## src/hw/rtl/numeric_literal_classifier_macros.svh

```systemverilog
// Assertion macros for the numeric literal classifier.
// Used by the top level; no other dependencies.
`ifndef NUMERIC_LITERAL_CLASSIFIER_MACROS_SVH
`define NUMERIC_LITERAL_CLASSIFIER_MACROS_SVH
`ifndef SYNTHESIS
// Check that ante implies cons in the same cycle.
`define NLC_ASSERT_IMP(label, clk, rst, ante, cons) \
  label: assert property (@(posedge clk) disable iff (rst) (ante) |-> (cons)) \
    else $error("same-cycle implication failed");
// Check that ante implies cons in the following cycle.
`define NLC_ASSERT_NEXT(label, clk, rst, ante, cons) \
  label: assert property (@(posedge clk) disable iff (rst) (ante) |=> (cons)) \
    else $error("next-cycle implication failed");
`else
`define NLC_ASSERT_IMP(label, clk, rst, ante, cons)
`define NLC_ASSERT_NEXT(label, clk, rst, ante, cons)
`endif
`endif

```

## src/hw/rtl/nlc_pkg.sv

```systemverilog
// Package for the numeric literal classifier: state encodings, result struct
// and character class helpers. No dependencies.
`default_nettype none

package nlc_pkg;

  // Number automaton states
  typedef enum logic [4:0] {
    NS_START  = 5'd0,
    NS_MINUS  = 5'd1,
    NS_ZERO_P = 5'd2,
    NS_ZERO_N = 5'd3,
    NS_X_P    = 5'd4,
    NS_X_N    = 5'd5,
    NS_HEX_P  = 5'd6,
    NS_HEX_N  = 5'd7,
    NS_INT    = 5'd8,
    NS_DOT0   = 5'd9,
    NS_FRAC   = 5'd10,
    NS_EXP    = 5'd11,
    NS_EPLUS  = 5'd12,
    NS_EMINUS = 5'd13,
    NS_EINT   = 5'd14,
    NS_EDOT0  = 5'd15,
    NS_EFRAC  = 5'd16,
    NS_FAIL   = 5'd17
  } num_state_t;

  // Identifier automaton states
  typedef enum logic [1:0] {
    ID_START = 2'd0,
    ID_OK    = 2'd1,
    ID_FAIL  = 2'd2
  } id_state_t;

  // Classification of one token
  typedef struct packed {
    logic is_identifier;
    logic is_hex;
    logic is_integer;
    logic is_decimal;
    logic is_scientific;
    logic is_float;
  } nlc_class_t;

  localparam logic [7:0] CH_MINUS = 8'h2d;
  localparam logic [7:0] CH_PLUS  = 8'h2b;
  localparam logic [7:0] CH_DOT   = 8'h2e;
  localparam logic [7:0] CH_ZERO  = 8'h30;
  localparam logic [7:0] CH_X     = 8'h78;
  localparam logic [7:0] CH_UNDER = 8'h5f;
  localparam logic [7:0] CH_EXP_U = 8'h45;
  localparam logic [7:0] CH_EXP_L = 8'h65;

  function automatic logic is_digit(input logic [7:0] c);
    return (c >= 8'h30) && (c <= 8'h39);
  endfunction

  function automatic logic is_letter(input logic [7:0] c);
    return ((c >= 8'h41) && (c <= 8'h5a)) || ((c >= 8'h61) && (c <= 8'h7a));
  endfunction

  function automatic logic is_hexdig(input logic [7:0] c);
    return is_digit(c) || ((c >= 8'h61) && (c <= 8'h66)) ||
           ((c >= 8'h41) && (c <= 8'h46));
  endfunction

  function automatic logic is_exp(input logic [7:0] c);
    return (c == CH_EXP_U) || (c == CH_EXP_L);
  endfunction

endpackage

`default_nettype wire

```

## src/hw/rtl/numeric_literal_classifier.sv

```systemverilog
// Numeric literal classifier, top level.
// Depends on nlc_pkg, nlc_fsm and numeric_literal_classifier_macros.svh.
//
// Usage:
//   The input channel (in_valid, in_stall, char_code, last) carries a token
//   one byte per item; last marks the final byte. The output channel
//   (out_valid, out_stall, is_*) carries one classification per token,
//   issued for the item that has last set. Items without last produce no
//   output; they only advance the two automata.
//   A byte accepted from the input channel is held in the input register;
//   the result of a final byte is then loaded into the output register
//   once that register is free (not valid, or not stalled).
//   Throughput: one byte per cycle while in_stall is low, set by the single
//   automaton step that sits between the input register and the output register.
//   When the receiver stalls, the result stays in the output register; the
//   input register still drains bytes without last, and takes a new byte
//   whenever its current one moves on, so in_stall rises only when a final
//   byte waits for a full output register.
//   Reset (rst, synchronous, active high) empties both registers and puts
//   both automata at the start of a token.
`default_nettype none
`include "numeric_literal_classifier_macros.svh"

module numeric_literal_classifier
  import nlc_pkg::*;
(
  input  logic       clk,
  input  logic       rst,
  input  logic       in_valid,
  output logic       in_stall,
  input  logic [7:0] char_code,
  input  logic       last,
  output logic       out_valid,
  input  logic       out_stall,
  output logic       is_identifier,
  output logic       is_hex,
  output logic       is_integer,
  output logic       is_decimal,
  output logic       is_scientific,
  output logic       is_float
);

  // Input register
  logic       s1_valid;
  logic [7:0] s1_char;
  logic       s1_last;

  // Automaton state
  num_state_t num_state;
  id_state_t  id_state;
  num_state_t num_next;
  id_state_t  id_next;
  nlc_class_t cls_next;

  // Output register
  nlc_class_t out_cls;

  logic out_free;
  logic s1_fire;
  logic in_fire;

  nlc_fsm u_fsm (
    .num_state (num_state),
    .id_state  (id_state),
    .char_code (s1_char),
    .num_next  (num_next),
    .id_next   (id_next),
    .cls       (cls_next)
  );

  // Move the held byte on unless it is final and the output is blocked
  assign out_free = !out_valid || !out_stall;
  assign s1_fire  = s1_valid && (!s1_last || out_free);
  assign in_stall = s1_valid && !s1_fire;
  assign in_fire  = in_valid && !in_stall;

  // Input register control
  always_ff @(posedge clk) begin
    if (rst) begin
      s1_valid <= 1'b0;
    end else if (in_fire || s1_fire) begin
      s1_valid <= in_fire;
    end
  end

  // Input register payload
  always_ff @(posedge clk) begin
    if (in_fire) begin
      s1_char <= char_code;
      s1_last <= last;
    end
  end

  // Step the automata; return to token start after the final byte
  always_ff @(posedge clk) begin
    if (rst) begin
      num_state <= NS_START;
      id_state  <= ID_START;
    end else if (s1_fire) begin
      num_state <= s1_last ? NS_START : num_next;
      id_state  <= s1_last ? ID_START : id_next;
    end
  end

  // Output register control
  always_ff @(posedge clk) begin
    if (rst) begin
      out_valid <= 1'b0;
    end else if (out_free) begin
      out_valid <= s1_fire && s1_last;
    end
  end

  // Output register payload
  always_ff @(posedge clk) begin
    if (s1_fire && s1_last) begin
      out_cls <= cls_next;
    end
  end

  assign is_identifier = out_cls.is_identifier;
  assign is_hex        = out_cls.is_hex;
  assign is_integer    = out_cls.is_integer;
  assign is_decimal    = out_cls.is_decimal;
  assign is_scientific = out_cls.is_scientific;
  assign is_float      = out_cls.is_float;

  // Checks
  `NLC_ASSERT_NEXT(a_token_restart, clk, rst, s1_fire && s1_last, (num_state == NS_START) && (id_state == ID_START))
  `NLC_ASSERT_IMP(a_stall_only_when_full, clk, rst, in_stall, s1_valid && s1_last && out_valid)
  `NLC_ASSERT_IMP(a_hex_classes, clk, rst, out_valid && out_cls.is_hex, out_cls.is_integer && out_cls.is_float && !out_cls.is_decimal)
  `NLC_ASSERT_IMP(a_float_source, clk, rst, out_valid && out_cls.is_float, out_cls.is_decimal || out_cls.is_scientific || out_cls.is_hex)

endmodule

`default_nettype wire

```

## src/hw/rtl/nlc_fsm.sv

```systemverilog
// Next-state and classification logic of both token automata.
// Depends on nlc_pkg.
`default_nettype none

module nlc_fsm
  import nlc_pkg::*;
(
  input  num_state_t  num_state,
  input  id_state_t   id_state,
  input  logic [7:0]  char_code,
  output num_state_t  num_next,
  output id_state_t   id_next,
  output nlc_class_t  cls
);

  logic dig;
  logic word_ch;

  assign dig     = is_digit(char_code);
  assign word_ch = is_letter(char_code) || (char_code == CH_UNDER);

  // Advance the number automaton by one byte
  always_comb begin
    num_next = NS_FAIL;
    unique case (num_state)
      NS_START: begin
        if (char_code == CH_MINUS)     num_next = NS_MINUS;
        else if (char_code == CH_ZERO) num_next = NS_ZERO_P;
        else if (dig)                  num_next = NS_INT;
        else if (char_code == CH_DOT)  num_next = NS_DOT0;
      end
      NS_MINUS: begin
        if (char_code == CH_ZERO)     num_next = NS_ZERO_N;
        else if (dig)                 num_next = NS_INT;
        else if (char_code == CH_DOT) num_next = NS_DOT0;
      end
      NS_ZERO_P, NS_ZERO_N: begin
        if (char_code == CH_X)
          num_next = (num_state == NS_ZERO_P) ? NS_X_P : NS_X_N;
        else if (dig)                 num_next = NS_INT;
        else if (char_code == CH_DOT) num_next = NS_FRAC;
        else if (is_exp(char_code))   num_next = NS_EXP;
      end
      NS_X_P, NS_HEX_P: begin
        if (is_hexdig(char_code)) num_next = NS_HEX_P;
      end
      NS_X_N, NS_HEX_N: begin
        if (is_hexdig(char_code)) num_next = NS_HEX_N;
      end
      NS_INT: begin
        if (dig)                      num_next = NS_INT;
        else if (char_code == CH_DOT) num_next = NS_FRAC;
        else if (is_exp(char_code))   num_next = NS_EXP;
      end
      NS_DOT0: begin
        if (dig) num_next = NS_FRAC;
      end
      NS_FRAC: begin
        if (dig)                    num_next = NS_FRAC;
        else if (is_exp(char_code)) num_next = NS_EXP;
      end
      NS_EXP: begin
        if (char_code == CH_PLUS)       num_next = NS_EPLUS;
        else if (char_code == CH_MINUS) num_next = NS_EMINUS;
        else if (dig)                   num_next = NS_EINT;
        else if (char_code == CH_DOT)   num_next = NS_EDOT0;
      end
      NS_EPLUS: begin
        if (char_code == CH_MINUS)    num_next = NS_EMINUS;
        else if (dig)                 num_next = NS_EINT;
        else if (char_code == CH_DOT) num_next = NS_EDOT0;
      end
      NS_EMINUS: begin
        if (dig)                      num_next = NS_EINT;
        else if (char_code == CH_DOT) num_next = NS_EDOT0;
      end
      NS_EINT: begin
        if (dig)                      num_next = NS_EINT;
        else if (char_code == CH_DOT) num_next = NS_EFRAC;
      end
      NS_EDOT0, NS_EFRAC: begin
        if (dig) num_next = NS_EFRAC;
      end
      default: num_next = NS_FAIL;
    endcase
  end

  // Advance the identifier automaton by one byte
  always_comb begin
    unique case (id_state)
      ID_START: id_next = word_ch ? ID_OK : ID_FAIL;
      ID_OK:    id_next = (word_ch || dig) ? ID_OK : ID_FAIL;
      default:  id_next = ID_FAIL;
    endcase
  end

  // Decode the state reached at the final byte into token classes
  always_comb begin
    cls = '0;
    cls.is_identifier = (id_next == ID_OK);
    unique case (num_next) inside
      NS_ZERO_P, NS_ZERO_N, NS_INT: begin
        cls.is_integer = 1'b1;
        cls.is_decimal = 1'b1;
        cls.is_float   = 1'b1;
      end
      NS_HEX_P: begin
        cls.is_hex     = 1'b1;
        cls.is_integer = 1'b1;
        cls.is_float   = 1'b1;
      end
      NS_HEX_N: cls.is_integer = 1'b1;
      NS_FRAC: begin
        cls.is_decimal = 1'b1;
        cls.is_float   = 1'b1;
      end
      NS_EINT, NS_EFRAC: begin
        cls.is_scientific = 1'b1;
        cls.is_float      = 1'b1;
      end
      default: ;
    endcase
  end

endmodule

`default_nettype wire

```

## config.mk

```make
export PLATFORM = sky130hd
export DESIGN_NAME = numeric_literal_classifier
export DESIGN_NICKNAME = d
export VERILOG_FILES = /design/src/hw/rtl/nlc_pkg.sv /design/src/hw/rtl/numeric_literal_classifier.sv /design/src/hw/rtl/nlc_fsm.sv
export VERILOG_INCLUDE_DIRS = /design/src /design/src/hw/rtl
export SDC_FILE = /design/constraint.sdc
export NUM_CORES = 1
export LEC_CHECK = 0
export BUFFER_PORTS_ARGS = -buffer_cell sky130_fd_sc_hd__buf_4
export CAP_MARGIN = 15
export CORE_MARGIN = 3
export CORE_UTILIZATION = 52
export CTS_CLUSTER_SIZE = 16
export DETAILED_ROUTE_END_ITERATION = 10
export GPL_ROUTABILITY_DRIVEN = 1
export GPL_TIMING_DRIVEN = 0
export HOLD_SLACK_MARGIN = 0.06
export PLACE_DENSITY = 0.76
export SYNTH_ARGS = -nofsm -noshare
export SYNTH_HDL_FRONTEND = slang
export SYNTH_SLANG_ARGS = --single-unit
```

## constraint.sdc

```tcl
create_clock -name clk -period 2.2 [get_ports clk]
set_clock_uncertainty 0.2 [all_clocks]
set_input_delay 0.33 -clock clk [delete_from_list [all_inputs] [get_ports clk]]
set_output_delay 0.33 -clock clk [all_outputs]
set_load 0.05 [all_outputs]
```

==> qor.yml <==
grt_antenna_before_repair: 0
synth_top_area_frac: 0.266
synthTopCellsByCount: "20 x nor2_1, 15 x edfxtp_1, 12 x nand2_1"
cpLargestDelayFamily: "compound AO/OA/AOI/OAI gates"
boundaryPins: 21
p_int_mw: 0.734
cts_tree: "done"
dp_cells: 249
ant_nets: 0
rsz0062_at_grt: "true"
drive_gt1_frac: 0.374
drv_cap: 0
synthArstFlopShare: 0
clk_latency_ns: 0.33
ctsHtreeMaxLevel: 1
finalCriticalPeriod_ns: 2.51
grt_max_degree: 15
die_w_um: 63.0
synth_flop_cell: "edfxtp_1"
power.total_mw: 1.00
synth_area_leaders: "edfxtp_1 27%, dfxtp_1 11%, nor2_1 4.4%"
tightest_slew_ns: 0.676
p_leak_nw: 0.919
r2r_setup_slack_ns: -0.31
critical-path-max-stage-delay_ns: 0.46
cp_num_buf_inv: 1
maxSlewHeadroom: 0.548
viasPerCell: 6.45
grt.total_usage: 0.264
synth_cell_types: 64
drt_wl_total_mm: 5.21
cp-start-kind: "flip-flop"
vdd_ir_drop_max_mv: 0.424
hpwl_mm: 3.38
reg2regPathDepth: 8
r2r_start: "s1_char[3]"
rows: 20
cp.required_ns: 2.11
vias: 1818
ys_ff_latch: 24
dieHeight_um: 63.0
wl_per_cell_um: 18.5
timing.rr.end: "is_integer"
crit_slowest_cell: "edfxtp_1"
yosysMostFrequentCell: "nor2_1"
critPathArrivalTime_ns: 2.41
grt_pass1_wl_mm: 8.37
fmax_ghz: 0.399
syn_area_um2: 1690
final-setup-viol-count: 9
worst_hold_slack_ns: 0.0687
p_sw_mw: 0.266
pwr-share-seq: 0.513
critPathLaunch: "s1_char[3]"
start_util: 0.549
setup_ws_ns: -0.305
powerDensity_nw_per_um2: 430
fin_util: 0.756
drc_errors: 0
finalCritPeriodShare: 1.14
avgSynthCellArea_um2: 9.09
coreArea_um2: 3080
cp.depth: 8
worstPathMaxFanout: 5
stdcell_count: 282
synth_edf_count: 15
outcome: "finished, violations left"
cts.root.buffer_cell: "clkbuf_4"
ys_seq_area_frac: 0.373
finalNetCount: 252
violations: "negative setup slack"
cts_inserted_buffers: 3
worstPathCellList: "buf_6 > or4_4 > a211o_1 > o21ai_2 > nand4_2 > o211ai_4 > nor2_1 > a21o_1"
die-area_um2: 3970
hold_violations: 0
clkSinkCount: 24
hp-class: "in2reg"
yosysWarnings: 0
synth_nets: 199
endpoint_kind: "flip-flop"
power_frac_clock: 0.276
grt.overflow.total: 0
syn_inst: 186
netSwitchingFraction: 0.266
areaGrowthSynthToFinish_pct: 37.7
grt_pass1_vias: 1741
drtIter0Drc: 126
crit_type: "reg2reg"
slew_violations: 0
critPathCapture: "is_integer"
setup_tns_ns: -1.62
clkTransAtPathRegs_ns: 0.14
antenna_cells: 0
dr.pass1.iters: 4
synth_top_area_cell: "edfxtp_1"
io_buffers: 19
gp_congestion: 0.936
comb_power_share: 0.211
clockBufferDepth: 2
## sequential cells by signal (all words and copies together), names as in the netlist
signal and flops:
id_state 2, is_decimal 1, is_float 1, is_hex 1
is_identifier 1, is_integer 1, is_scientific 1, num_state 5
out_valid 1, s1_char 8, s1_last 1, s1_valid 1
## worst min-delay path by stage
stage / start / endpoint / slack [ns] / depth (start not counted)
floorplan: char_code[0] / s1_char[0] / 0.23 / 0
global placement: id_state[0] / id_state[0] / 0.30 / 2
finish: out_stall / out_valid / 0.07 / 3
global route: out_stall / out_valid / 0.11 / 3
CTS: out_stall / out_valid / 0.08 / 3
detailed placement: last / s1_last / 0.31 / 1
## cells by family (layout without fill, tap and decap cells)
logic type,after synthesis,after routing,synth area share
buf+inv,19,71,0.0540
mux,2,2,0.0126
compound gates,58,58,0.255
simple gates,82,82,0.300
flops,24,24,0.373
xor+xnor,1,1,0.00518
## routing by layer
layer	routed length [um]	share of wire	up-vias	GRT usage
li1	-	-	836	-
met1	1930	0.37	868	0.312
met2	2740	0.53	91	0.457
met3	311	0.060	23	0.0396
met4	227	0.044	0	0.138
met5	0	0	-	0
## cells in the final DEF, fill, tap and decap left out, types with 3 or more instances in the layout
master,instances
clkbuf_4,3
nand4_1,6
and2_1,3
o21ai_2,3
clkbuf_2,3
nand2_1,9
and3_1,3
nand3_1,7
dfxtp_1,9
a31oi_1,3
o21ai_1,3
dlygate4sd3_1,10
buf_6,3
nand2b_1,3
a21oi_1,9
buf_2,4
buf_4,38
inv_1,6
a22oi_1,3
clkbuf_1,3
a21o_1,3
nor2_1,19
nand2_2,3
edfxtp_1,15
## power groups by stage
| stage | clock network, mW | registers, mW | logic [mW] |
|---|---|---|---|
| finish | 0.276 | 0.513 | 0.211 |
| global route | 0.296 | 0.514 | 0.227 |
| CTS | 0.272 | 0.511 | 0.186 |
| detailed placement | 0 | 0.523 | 0.148 |
| global placement | 0 | 0.522 | 0.143 |
| floorplan | 0 | 0.532 | 0.0917 |
## worst min-delay path: cells and delay by family
family | cells | cell delay (ns)
compound gates | 1 | 0.07
buf+inv | 1 | 0.09
simple gates | 1 | 0.08
## final cells by class
type	instances	area [um2]
Multi-Input combinational cell	143	1110
Fill cell	220	751
Sequential cell	24	631
Timing Repair Buffer	48	389
Buffer	13	76.3
Tap cell	44	55.1
Clock buffer	4	47.5
Inverter	6	22.5
## stage by stage
step,cell area (um2),setup slack [ns]
2_1_floorplan,1690,-0.133
3_3_place_gp,1890,-0.482
3_5_place_dp,1890,-0.541
4_1_cts,2170,-0.250
5_1_grt,2330,-0.393
6_report,2330,-0.305
## repair_timing
action	4_1_cts	5_1_grt
resized for setup	12	29
pin swaps	10	13
setup buffers	12	7
hold buffers	10	0
hold endpoints to repair	10	0
setup endpoints to repair	10	10
Power figures use the tool's default switching activity.
